--- config.mk ---
export PLATFORM = sky130hd
export DESIGN_NAME = bsl_ctrl
export DESIGN_NICKNAME = d
export VERILOG_FILES = /design/src/sv/bsl_pkg.sv /design/src/sv/bsl_ctrl.sv
export SDC_FILE = /design/constraint.sdc
export NUM_CORES = 1
export LEC_CHECK = 0
export BUFFER_PORTS_ARGS = -buffer_cell sky130_fd_sc_hd__buf_2
export CELL_PAD_IN_SITES_DETAIL_PLACEMENT = 2
export CELL_PAD_IN_SITES_GLOBAL_PLACEMENT = 2
export CORE_MARGIN = 3
export CORE_UTILIZATION = 35
export CTS_CLUSTER_SIZE = 40
export DETAILED_ROUTE_END_ITERATION = 6
export HOLD_SLACK_MARGIN = 0.08
export PLACE_DENSITY_LB_ADDON = 0.1
export SLEW_MARGIN = 10
export SYNTH_ARGS = -nofsm -noshare
export SYNTH_HDL_FRONTEND = slang
export SYNTH_SLANG_ARGS = --single-unit
--- constraint.sdc ---
create_clock -name clk -period 9.2 [get_ports clk]
set_input_delay 1.38 -clock clk [delete_from_list [all_inputs] [get_ports clk]]
set_output_delay 1.38 -clock clk [all_outputs]
set_load 0.01 [all_outputs]
--- src/sv/bsl_pkg.sv ---
// ----------------------------------------------------------------------------
// bsl_pkg
// Shared types and constants for the banked sample logger.
// ----------------------------------------------------------------------------
package bsl_pkg;

	// default geometry
	localparam int BANKS_DEF            = 4;
	localparam int SAMPLES_PER_BANK_DEF = 1024;
	localparam int SAMPLE_WORDS_DEF     = 4;

	// fixed field widths
	localparam int WORD_W   = 16;
	localparam int MAX_WORDS = 4;
	localparam int WORDS_W  = WORD_W * MAX_WORDS;
	localparam int OFFS_W   = 16;
	localparam int POS_W    = 12;
	localparam int OP_W     = 2;

	// stream widths
	localparam int S_DATA_W = 80;
	localparam int M_DATA_W = 80;

	typedef enum logic [OP_W-1:0] {
		OP_CLEAR = 2'd0,
		OP_WRITE = 2'd1,
		OP_READ  = 2'd2,
		OP_MOVE  = 2'd3
	} op_t;

	// access request from counter unit to datapath
	typedef struct packed {
		logic wr;     // store sample at addr
		logic rd;     // read request
		logic empty;  // read found nothing unread
	} acc_t;

endpackage

--- src/sv/bsl_ctrl.sv ---
// ----------------------------------------------------------------------------
// bsl_ctrl
// Write/read count registers and their update per request.
// ----------------------------------------------------------------------------
module bsl_ctrl #(
	parameter int BANKS            = bsl_pkg::BANKS_DEF,
	parameter int SAMPLES_PER_BANK = bsl_pkg::SAMPLES_PER_BANK_DEF,
	localparam int DEPTH = BANKS * SAMPLES_PER_BANK,
	localparam int CW    = $clog2(DEPTH)
) (
	input  logic                        clk,
	input  logic                        arst_n,
	input  logic                        go,
	input  bsl_pkg::op_t                op,
	input  logic [bsl_pkg::OFFS_W-1:0]  offset,
	output logic [CW-1:0]               addr,
	output bsl_pkg::acc_t               acc,
	output logic [CW-1:0]               rc_next,
	output logic [CW-1:0]               wc
);

	localparam int XW = ((CW > bsl_pkg::OFFS_W) ? CW : bsl_pkg::OFFS_W) + 2;

	logic [CW-1:0] wc_q, rc_q, wc_d, rc_d;
	logic [XW-1:0] rc_x, wc_x, offs_x, mag, fwd, base, bwd, mv, wc_inc;
	logic          empty;

	assign rc_x   = XW'(rc_q);
	assign wc_x   = XW'(wc_q);
	assign offs_x = XW'(offset);
	// magnitude of a negative offset, 1..32768
	assign mag    = XW'(17'h10000 - {1'b0, offset});
	assign fwd    = rc_x + offs_x;
	assign base   = (rc_x < mag) ? rc_x + wc_x : rc_x;
	assign bwd    = (base < mag) ? '0 : base - mag;
	assign mv     = offset[bsl_pkg::OFFS_W-1] ? bwd : ((fwd > wc_x) ? wc_x : fwd);
	assign wc_inc = wc_x + XW'(1);
	assign empty  = (rc_q >= wc_q);

	always_comb begin
		wc_d      = wc_q;
		rc_d      = rc_q;
		addr      = rc_q;
		acc       = '0;
		case (op)
			bsl_pkg::OP_CLEAR: begin
				wc_d = '0;
				rc_d = '0;
			end
			bsl_pkg::OP_WRITE: begin
				acc.wr = 1'b1;
				addr   = wc_q;
				// wrap to start once the store is full
				wc_d   = (wc_inc >= XW'(DEPTH)) ? '0 : wc_inc[CW-1:0];
			end
			bsl_pkg::OP_READ: begin
				acc.rd    = 1'b1;
				acc.empty = empty;
				if (!empty) begin
					rc_d = rc_q + CW'(1);
				end
			end
			bsl_pkg::OP_MOVE: begin
				rc_d = mv[CW-1:0];
			end
			default: begin
				rc_d = rc_q;
			end
		endcase
	end

	always_ff @(posedge clk or negedge arst_n) begin
		if (!arst_n) begin
			wc_q <= '0;
			rc_q <= '0;
		end else if (go) begin
			wc_q <= wc_d;
			rc_q <= rc_d;
		end
	end

	assign rc_next = rc_d;
	assign wc      = wc_q;

endmodule

# Yosys cells after proc, flatten, opt, wreduce, memory -nomap -nowiden
# Index checks and enable logic that the tools add are counted.
[word_totals] out_inout_bits=39 inputBits=21 regBits=24
[op_classes] n_eq_ne=3 reduce_logical=3 addsub=6 n_lt_le_gt_ge=5 n_mux=11
[op_table] cell="12-bit two-way mux" n=6
[op_table] cell="12-bit case mux with 3 select lines" n=1
[op_table] cell="12-bit case mux with 2 select lines" n=1
[op_table] cell="12-bit by 18-bit less-than comparator with 1-bit output" n=1
[op_table] cell="13-bit by 18-bit less-than comparator with 1-bit output" n=1
[op_table] cell="17-bit by 16-bit subtractor with 18-bit output (first input constant)" n=1
[op_table] cell="12-bit by 16-bit adder with 17-bit output" n=1
[op_table] cell="17-bit by 12-bit > comparator with 1-bit output" n=1
[op_table] cell="12-bit by 1-bit adder with 13-bit output (second input constant)" n=1
[op_table] cell="12-bit by 12-bit adder with 13-bit output" n=1
[op_table] cell="13-bit >= comparator (second input constant)" n=1
[op_table] cell="13-bit two-way mux" n=1
[op_table] cell="12-bit by 1-bit adder with 12-bit output (second input constant)" n=1
[op_table] cell="12-bit >= comparator" n=1
[op_table] cell="12-bit subtractor" n=1
[op_table] cell="2-bit equality test (second input constant)" n=2
[op_table] cell="2-bit by 1-bit equality test with 1-bit output (second input constant)" n=1
[op_table] cell="2-bit logical NOT" n=1
[op_table] cell="2-bit two-way mux" n=1
[op_table] cell="2-bit AND reduction" n=1
[op_table] cell="2-bit nonzero test" n=1
[op_table] cell="1-bit two-way mux" n=1

# Longest topological paths before layout
# Gate-level depths: netlist of run 1.
[logic_depth] ltp_word=7 ltp_mapped=28

# Least setup slack after synthesis of run 1
# No wires, ideal clock.
[synth_path] path_kind="input -> output" start="in offset[0] in the netlist's numbering" end="out rc_next[5]" cell_stages=25 n_path_buf=1 t_arrival_ps=7026 slack_ps=794 path_cell_list="inv_1 -> ha_1 -> or4b_4 -> nor4_1 -> xor2_1 -> ha_1 -> nand2_1 -> or4_4 -> a211oi_4 -> o21a_4 -> buf_12 -> mux2_2 -> ha_1 -> fa_1 -> nor2b_1 -> o21ai_0 -> nand2b_1 -> a41oi_1 -> maj3_1 -> o211ai_1 -> o211ai_2 -> a221oi_4 -> o21ai_2 -> o32a_1 -> o21ai_1"
[synth_via] elab_chain_cells=7 elab_cells_between_ends=11 cone_classes="add/sub (3); order compare (3); mux (5)"
[synth_rtl] element="from (decl)" line_no="bsl_ctrl.sv:15" text="input logic [bsl_pkg::OFFS_W-1:0] offset,"
[synth_rtl] element="17-bit by 16-bit subtractor with 18-bit output" line_no="bsl_ctrl.sv:32" text="assign mag = XW'(17'h10000 - {1'b0, offset});"
[synth_rtl] element="12-bit by 18-bit less-than comparator with 1-bit output" line_no="bsl_ctrl.sv:34" text="assign base = (rc_x < mag) ? rc_x + wc_x : rc_x;"
[synth_rtl] element="13-bit two-way mux" line_no="bsl_ctrl.sv:34"
[synth_rtl] element="13-bit by 18-bit less-than comparator with 1-bit output / 12-bit subtractor (equally long branches)" line_no="bsl_ctrl.sv:35" text="assign bwd = (base < mag) ? '0 : base - mag;"
[synth_rtl] element="12-bit two-way mux" line_no="bsl_ctrl.sv:35"
[synth_rtl] element="12-bit two-way mux (*)" line_no="bsl_ctrl.sv:36" text="assign mv = offset[bsl_pkg::OFFS_W-1] ? bwd : ((fwd > wc_x) ? wc_x : fwd);"
[synth_rtl] element="12-bit case mux with 3 select lines (*)" line_no="bsl_ctrl.sv:45" text="case (op)"
[synth_rtl] element="to (decl)" line_no="bsl_ctrl.sv:18" text="output logic [CW-1:0] rc_next,"
# Every way passes the cells marked *; elsewhere a longest branch is shown, timed or not.

# Worst setup path after layout of run 1
# Ends and elaborated chain as after synthesis.

==> summary.md, run 1 <==
| Metric | Value |
|---|---|
| Largest net degree at the start of global routing | 29 |
| Worst slew pin tran | 0.6586 ns |
| Clock skew | 0.006319 ns |
| Peak supply drop | 0.09897 mV |
| Total track usage | 0.2734 |
| Number of synthesized flops with an enable pin | 0 |
| Sequential share of the synthesized area | 0.1138 |
| HP Class | reg2reg |
| R2R Path End | rc_q[10] |
| Top_reg_cell synth | dfrtp_1 |
| Post-route DRC | 0 |
| DRT iter0 DRCs | 285 |
| Area grow syn2layout | 12.33% |
| Ys Warns | 0 |
| Met2 Use GR | 0.4851 |
| Via-to-Cell Ratio | 6.117 |
| Hold_sp | wc[3] |
| Tmin final | 8.888 ns |
| Critical Path Fanout Max | 7 |
| Final HPWL DP | 18.55 mm |
| Final hold viol count | 0 |
| Post-route cell area | 5927 um^2 |
| Critical-path top delay cell | or4_4 |
| Multi-input gate area | 4437 um^2 |
| Worst path max stage delay | 0.57 ns |
| Post-synth top area cell | ha_1 |
| Area contributors post-synth | ha_1, dfrtp_1, o21ai_0, a21oi_1, nand2_1 |
| CTS tree | done |
| Worst r2r src | rc_q[7] |
| Final worst slack | 0.3116 ns |
| Area post-placement | 5728 um^2 |
| First-pass iteration count of the detailed router | 4 |
| Io pins | 60 |
| Avg Synthesized Cell Area | 7.400 um^2 |
| Final WL | 22.98 mm |
| Sequential cell area | 600.6 um^2 |
| Largest family of logic cells by synthesized area | compound AO/OA/AOI/OAI gates |
| WP data required | 7.82 ns |
| Initial Utilization | 0.3603 |
| P_leak | 0.002750 uW |
| Clock sink count | 24 |
| Total gr overflow | 0 |
| Mux contribution to synthesized area | 0.03913 |
| Cell Rows | 44 |
| Crit end category | output pin |
| Core outline area | 14640 um^2 |
| Hold Path Cell Cnt | 1 |
| Mapped Cells | 713 |
| CTS Buf Count | 3 |
| Slew Limit Fails | 0 |
| Library cells used by synthesis | 85 |
| Vias in the first global route | 6091 |
| Htree depth | 1 |
| Status | complete, no violations |
| Area share of the largest cell type after synthesis | 0.1589 |
| Routed vias | 5750 |
| F_max | 112.5 MHz |
| Die Wd | 128.8 um |
| Fin util | 0.4047 |
| Port Buffers | 59 |
| Final antenna-violating net count | 0 |
| Global routing usage on met3 | 0.01079 |
| Synth Area in XOR/XNOR | 0.08347 |
| Internal reg-to-reg setup slack | 3.32 ns |
| Nets@finish | 848 |
| First-pass GRT wire length | 35.60 mm |
| Arr. time, crit path | 7.51 ns |
| GR peak layer | met2 |
| Top cell by count, worst path | ha_1 |
| Layout cells sized above 1 | 0.1495 |
| Die area | 16580 um^2 |
| Wire per inst | 24.45 um |
| Fin crit share | 0.9661 |
| Max cap viols | 0 |
| Pwr dens | 162.7 nW/um^2 |
| Slew HR | 0.5609 |
| Adder-Cell Fraction of Synth Area | 0.1741 |
| Clk root buf | clkbuf_16 |
| Placement Setup Slack | 0.004746 ns |
| Nets in the synthesized netlist | 804 |
| Setup violations, final | 0 |
| Clk_lat worst skew | 0.27 ns |
| Placer Congestion | 0.9085 |
| Synthesized flop and latch total | 24 |
| Asr flop ratio synth | 1.000 |
| Compound-cell area share of the yosys netlist | 0.3009 |
| Synth Area in Simple Gates | 0.2291 |
| Worst hold endpoint | wc[3] |
| Kind of critical path | in2out |
| Initial antenna violation count | 0 |
| Die Y | 128.8 um |
| Worst-path clk slew | 0.08 ns |
| Fill count | 1739 |
| Synth Cell Area | 5276 um^2 |
| R2R depth | 22 |
| Startpoint Class | input port |
| Met1 Usage GRT | 0.3751 |
| N_diodes | 0 |
| Max Root-Sink Buffers | 2 |
## how the worst max path moves through the flow
stage | startpoint | cells after the start | endpoint | slack, ns
6_report | offset[0] | 27 | rc_next[5] | 0.31
3_3_place_gp | offset[0] | 26 | rc_next[5] | 0.27
2_1_floorplan | offset[0] | 25 | rc_next[5] | 0.79
4_1_cts | offset[0] | 26 | rc_next[5] | 0.06
3_5_place_dp | offset[2] | 26 | rc_next[5] | 0.005
5_1_grt | offset[0] | 26 | rc_next[9] | -0.06
## timing repair
item | CTS | global route
hold buffers | 0 | 0
buffers inserted | 0 | 2
resized for setup | 1 | 13
endpoints found under the setup margin | 1 | 11
cloned | 0 | 0
pin swaps | 0 | 4
## cells in the mapped netlist, types with 12 or more instances
| master | number |
|---|---|
| ha_1 | 67 |
| nand2_1 | 66 |
| nor2_1 | 60 |
| o21ai_0 | 58 |
| a21oi_1 | 55 |
| inv_1 | 43 |
| clkbuf_1 | 26 |
| dfrtp_1 | 24 |
| nand3_1 | 24 |
| xnor2_1 | 21 |
| nor3_1 | 19 |
| xor2_1 | 19 |
| a21o_1 | 12 |
| mux2i_1 | 12 |
## critical path: cells and delay by family
| family | cells | cell delay (ns) |
|---|---|---|
| buffers and inverters | 4 | 0.60 |
| xor gates and xnor gates | 1 | 0.12 |
| and+or+nand+nor | 6 | 1.65 |
| muxes | 1 | 0.33 |
| adders and majority gates | 5 | 1.42 |
| AOI/OAI and AO/OA | 10 | 2.00 |
## cell type report
cell class	count	share of cell area
multi-input combinational	612	0.7486
inverter	46	0.02913
clock buffer	3	0.01267
timing repair buffer	70	0.06439
sequential	24	0.1013
clock inverter	1	0.005067
tap	184	0.03884
## cell families after synthesis
family / count (synthesis)
AOI/OAI and AO/OA: 234
xor gates and xnor gates: 44
adders and majority gates: 72
buffers and inverters: 77
DFF: 24
muxes: 19
and+or+nand+nor: 243
## per-layer routing
layer	up-vias	share of wire
met5	-	0
met4	0	0.013
met3	19	0.036
met2	115	0.49
met1	2915	0.46
li1	2701	-
## through the flow
step                cells  hold slack [ns]  total power [uW]  setup TNS [ns]
floorplan             713           0.5999             567.5               0
global placement      934           0.6645             776.0               0
detailed placement    934           0.6849             806.0               0
CTS                   938           0.6958             945.7               0
global route          940           0.7446              1043         -0.1122
finish                940           0.6919             964.4               0
## cells in the final DEF (no fill, tap or decap), types with 11 or more instances in the layout
cell,Yosys,layout
ha_1,67,67
nand2_1,66,66
nor2_1,60,60
buf_2,1,59
o21ai_0,58,58
a21oi_1,55,54
inv_1,43,43
nand3_1,24,24
dfrtp_1,24,24
xnor2_1,21,21
nor3_1,19,19
xor2_1,19,18
mux2i_1,12,12
a21o_1,12,12
nand2b_1,11,11
## where the power goes
group / internal, uW / switching (uW)
logic: 259 / 396
clock network: 86.9 / 47.1
registers: 118 / 57.7
## registers in the layout, summed over array words and instances, names as in the netlist
register and cells:
rc_q 12, wc 12
No activity file was read; power rests on OpenSTA's default activity.
==> inputs of run 2 (changes only) <==
--- a/config.mk
+++ b/config.mk
@@ -5,13 +5,14 @@
 export SDC_FILE = /design/constraint.sdc
 export NUM_CORES = 1
 export LEC_CHECK = 0
-export BUFFER_PORTS_ARGS = -buffer_cell sky130_fd_sc_hd__buf_2
+export ABC_AREA = 1
 export CELL_PAD_IN_SITES_DETAIL_PLACEMENT = 2
 export CELL_PAD_IN_SITES_GLOBAL_PLACEMENT = 2
 export CORE_MARGIN = 3
 export CORE_UTILIZATION = 35
 export CTS_CLUSTER_SIZE = 40
 export DETAILED_ROUTE_END_ITERATION = 6
+export DONT_BUFFER_PORTS = 1
 export HOLD_SLACK_MARGIN = 0.08
 export PLACE_DENSITY_LB_ADDON = 0.1
 export SLEW_MARGIN = 10
==> summary.md, run 2 <==
| Metric | Value |
|---|---|
| Avg Synthesized Cell Area | 6.003 um^2 (-19%) |
| Most frequent cells in the layout | nand2_1, inv_1, o21ai_0, nand3_1, ha_1 |
| Initial Utilization | 0.3660 (+0.005711) |
| Met1 Usage GRT | 0.3572 (-0.01792) |
| Post-route DRC | 0 (unchanged) |
| Largest net degree at the start of global routing | 32 (+10%) |
| Post-synth top area cell | nand2_1 |
| Area contributors post-synth | nand2_1, ha_1, dfrtp_1, inv_1, nand3_1 |
| First-pass GRT wire length | 36.83 mm (+3.4%) |
| Cell Rows | 43 (-2.3%) |
| P_leak | 0.002963 uW (+7.8%) |
| PostCTS Resize Cnt | 0 (-1) |
| Crit end category | output pin |
| Library cells used by synthesis | 41 (-52%) |
| Die area | 16350 um^2 (-1.4%) |
| Io pins | 60 (unchanged) |
| Startpoint Class | input port |
| Area post-placement | 5393 um^2 (-5.9%) |
| Nets in the synthesized netlist | 957 (+19%) |
| Count leader, synth | nand2_1 |
| N_diodes | 0 (unchanged) |
| Final hold viol count | 0 (unchanged) |
| Clock skew | 0.005753 ns (-0.0005660 ns) |
| Ys Warns | 0 (unchanged) |
| First-pass iteration count of the detailed router | 4 (unchanged) |
| Kind of critical path | in2out |
| Clk root buf | clkbuf_16 |
| RSZ-0062 raised after global routing | false |
| Total gr overflow | 0 (unchanged) |
| Pwr dens | 110.4 nW/um^2 (-32%) |
| Total track usage | 0.2897 (+0.01623) |
| Die Wd | 127.9 um (-0.70%) |
| Layout cells sized above 1 | 0.06985 (-0.07962) |
| Post-CTS Hold Buffers | 0 (unchanged) |
| Tmin final | 7.658 ns (-1.230 ns) |
| Synth Area in Simple Gates | 0.3945 (+0.1654) |
| Critical Path Fanout Max | 20 (+13) |
| Adder-Cell Fraction of Synth Area | 0.1728 (-0.001254) |
| Peak supply drop | 0.06329 mV (-36%) |
| Placer Congestion | 0.9900 (+9.0%) |
| Mux contribution to synthesized area | 0.001925 (-0.03720) |
| HP Class | reg2reg |
| Initial antenna violation count | 1 (+1) |
| Met2 Use GR | 0.4975 (+0.01247) |
| Final WL | 23.36 mm (+1.6%) |
| Final std cells w/o fill | 1039 (+11%) |
| F_max | 130.6 MHz (+16%) |
| Synth Cell Area | 5199 um^2 (-1.5%) |
| Area share of the largest cell type after synthesis | 0.1726 (+0.01368) |
| Setup Buffers After CTS | 0 (unchanged) |
| Clk_lat worst skew | 0.26 ns (about the same) |
| Port Buffers | 0 (-100%) |
| Max cap viols | 0 (unchanged) |
| Synth Area in XOR/XNOR | 0.05223 (-0.03125) |
| Fin crit share | 0.8324 (-0.1337) |
| Core outline area | 14200 um^2 (-3.0%) |
| Setup violations, final | 0 (unchanged) |
| Sequential share of the synthesized area | 0.1155 (+0.001698) |
| WP data required | 7.82 ns (about the same) |
| Worst path max stage delay | 0.40 ns (-0.17 ns) |
| Vias in the first global route | 6572 (+7.9%) |
| Nets@finish | 952 (+12%) |
| Number of synthesized flops with an enable pin | 0 (unchanged) |
| CTS Buf Count | 3 (unchanged) |
| Final HPWL DP | 19.70 mm (+6.2%) |
| Largest family of logic cells by synthesized area | simple AND/OR/NAND/NOR gates |
| Asr flop ratio synth | 1.000 (unchanged) |
| GR peak layer | met2 |
| Placement Setup Slack | 1.586 ns (+1.581 ns) |
| Arr. time, crit path | 6.28 ns (-1.23 ns) |
| Clock sink count | 24 (unchanged) |
| Mapped Cells | 866 (+21%) |
| Slew HR | 0.2209 (-0.3400) |
| Worst hold slack | 0.6838 ns (-0.008171 ns) |
| Htree depth | 1 (unchanged) |
| Critical-path top delay cell | o21ai_0 |
| Worst-path clk slew | 0.07 ns (about the same) |
| Synth top cells by count | nand2_1, inv_1, nand3_1, o21ai_0, ha_1 |
| Worst slew pin tran | 1.167 ns (+0.5088 ns) |
| Most common cell after layout, fill and taps aside | nand2_1 |
| DRT iter0 DRCs | 293 (+2.8%) |
| Post-route cell area | 5468 um^2 (-7.7%) |
| Final antenna-violating net count | 0 (unchanged) |
| Top cell by count, worst path | nand2_1 |
| Status | complete, no violations |
| Slew Limit Fails | 0 (unchanged) |
| Final setup TNS | 0 ns (unchanged) |
| Area grow syn2layout | 5.174% |
| Wire per inst | 22.48 um (-8.0%) |
| Compound-cell area share of the yosys netlist | 0.1519 (-0.1491) |
| Final worst slack | 1.542 ns (+1.230 ns) |
| Global routing usage on met3 | 0.04208 (+0.03129) |
| Synthesized flop and latch total | 24 (unchanged) |
| Via-to-Cell Ratio | 5.695 (-6.9%) |
| Top_reg_cell synth | dfrtp_1 |
| Max Root-Sink Buffers | 2 (unchanged) |
| Dpl cells | 1036 (+11%) |
| Routed vias | 5917 (+2.9%) |
| CTS tree | done |
| Die Y | 127.9 um (-0.70%) |
## run 2: changes by cell type in the layout (fill, tap and decap cells not counted), moves of 10 or more
cell / delta
nand2_1: +173
inv_1: +83
buf_2: -59
nand3_1: +44
nand2_2: +16
xnor2_1: -15
a21o_1: -11
mux2i_1: -11
nand2b_1: -11
o21ai_0: +10
## run 2: cells by family after synthesis
| family | Yosys count |
|---|---|
| flops | 24 |
| simple gates | 445 |
| xor+xnor | 31 |
| compound gates | 146 |
| mux | 1 |
| fa+ha+maj | 70 |
| buf+inv | 149 |
## run 2: layout make-up
class | count | area [um^2]
Fill cell | 1875 | 8736
Multi-Input combinational cell | 693 | 4023
Sequential cell | 24 | 600.6
Inverter | 133 | 499.2
Tap cell | 180 | 225.2
Clock buffer | 3 | 75.07
Timing Repair Buffer | 6 | 45.04
## run 2: metal layers
metal | up-vias | routed length (um)
met5 | - | 0
met4 | 0 | 1153
met3 | 51 | 1355
met2 | 167 | 11010
met1 | 2896 | 9839
li1 | 2803 | -
## run 2: critical path, delay by kind of cell
family / cells / cell delay, ns
simple gates: 20 / 2.17
compound gates: 5 / 1.20
fa+ha+maj: 3 / 0.94
xor+xnor: 1 / 0.37
buf+inv: 2 / 0.19
## run 2: through the flow
step | total power [uW] | utilization
6_report | 603.6 | 0.3850
5_1_grt | 654.0 | 0.3850
4_1_cts | 603.9 | 0.3850
3_5_place_dp | 502.6 | 0.3797
3_3_place_gp | 484.8 | 0.3797
2_1_floorplan | 375.7 | -
## run 2: power by group
part	switching, uW	internal (uW)	leakage, uW
clock network	39.7	57.7	0.0000370
logic	252	121	0.00260
registers	20.9	112	0.000327
total	313	291	0.00296
## run 2: final timing paths
check / from / to / slack [ns] / depth (start not counted)
min: rc_q[2] / rc_q[2] / 0.68 / 3
max: offset[0] / rc_next[9] / 1.54 / 31
max reg2reg: rc_q[0] / rc_q[7] / 3.90 / 24
min in group asynchronous: arst_n / rc_q[1] / 0.80 / 0
max in group asynchronous: arst_n / wc[11] / 8.31 / 0
min reg2reg: rc_q[2] / rc_q[2] / 0.68 / 3
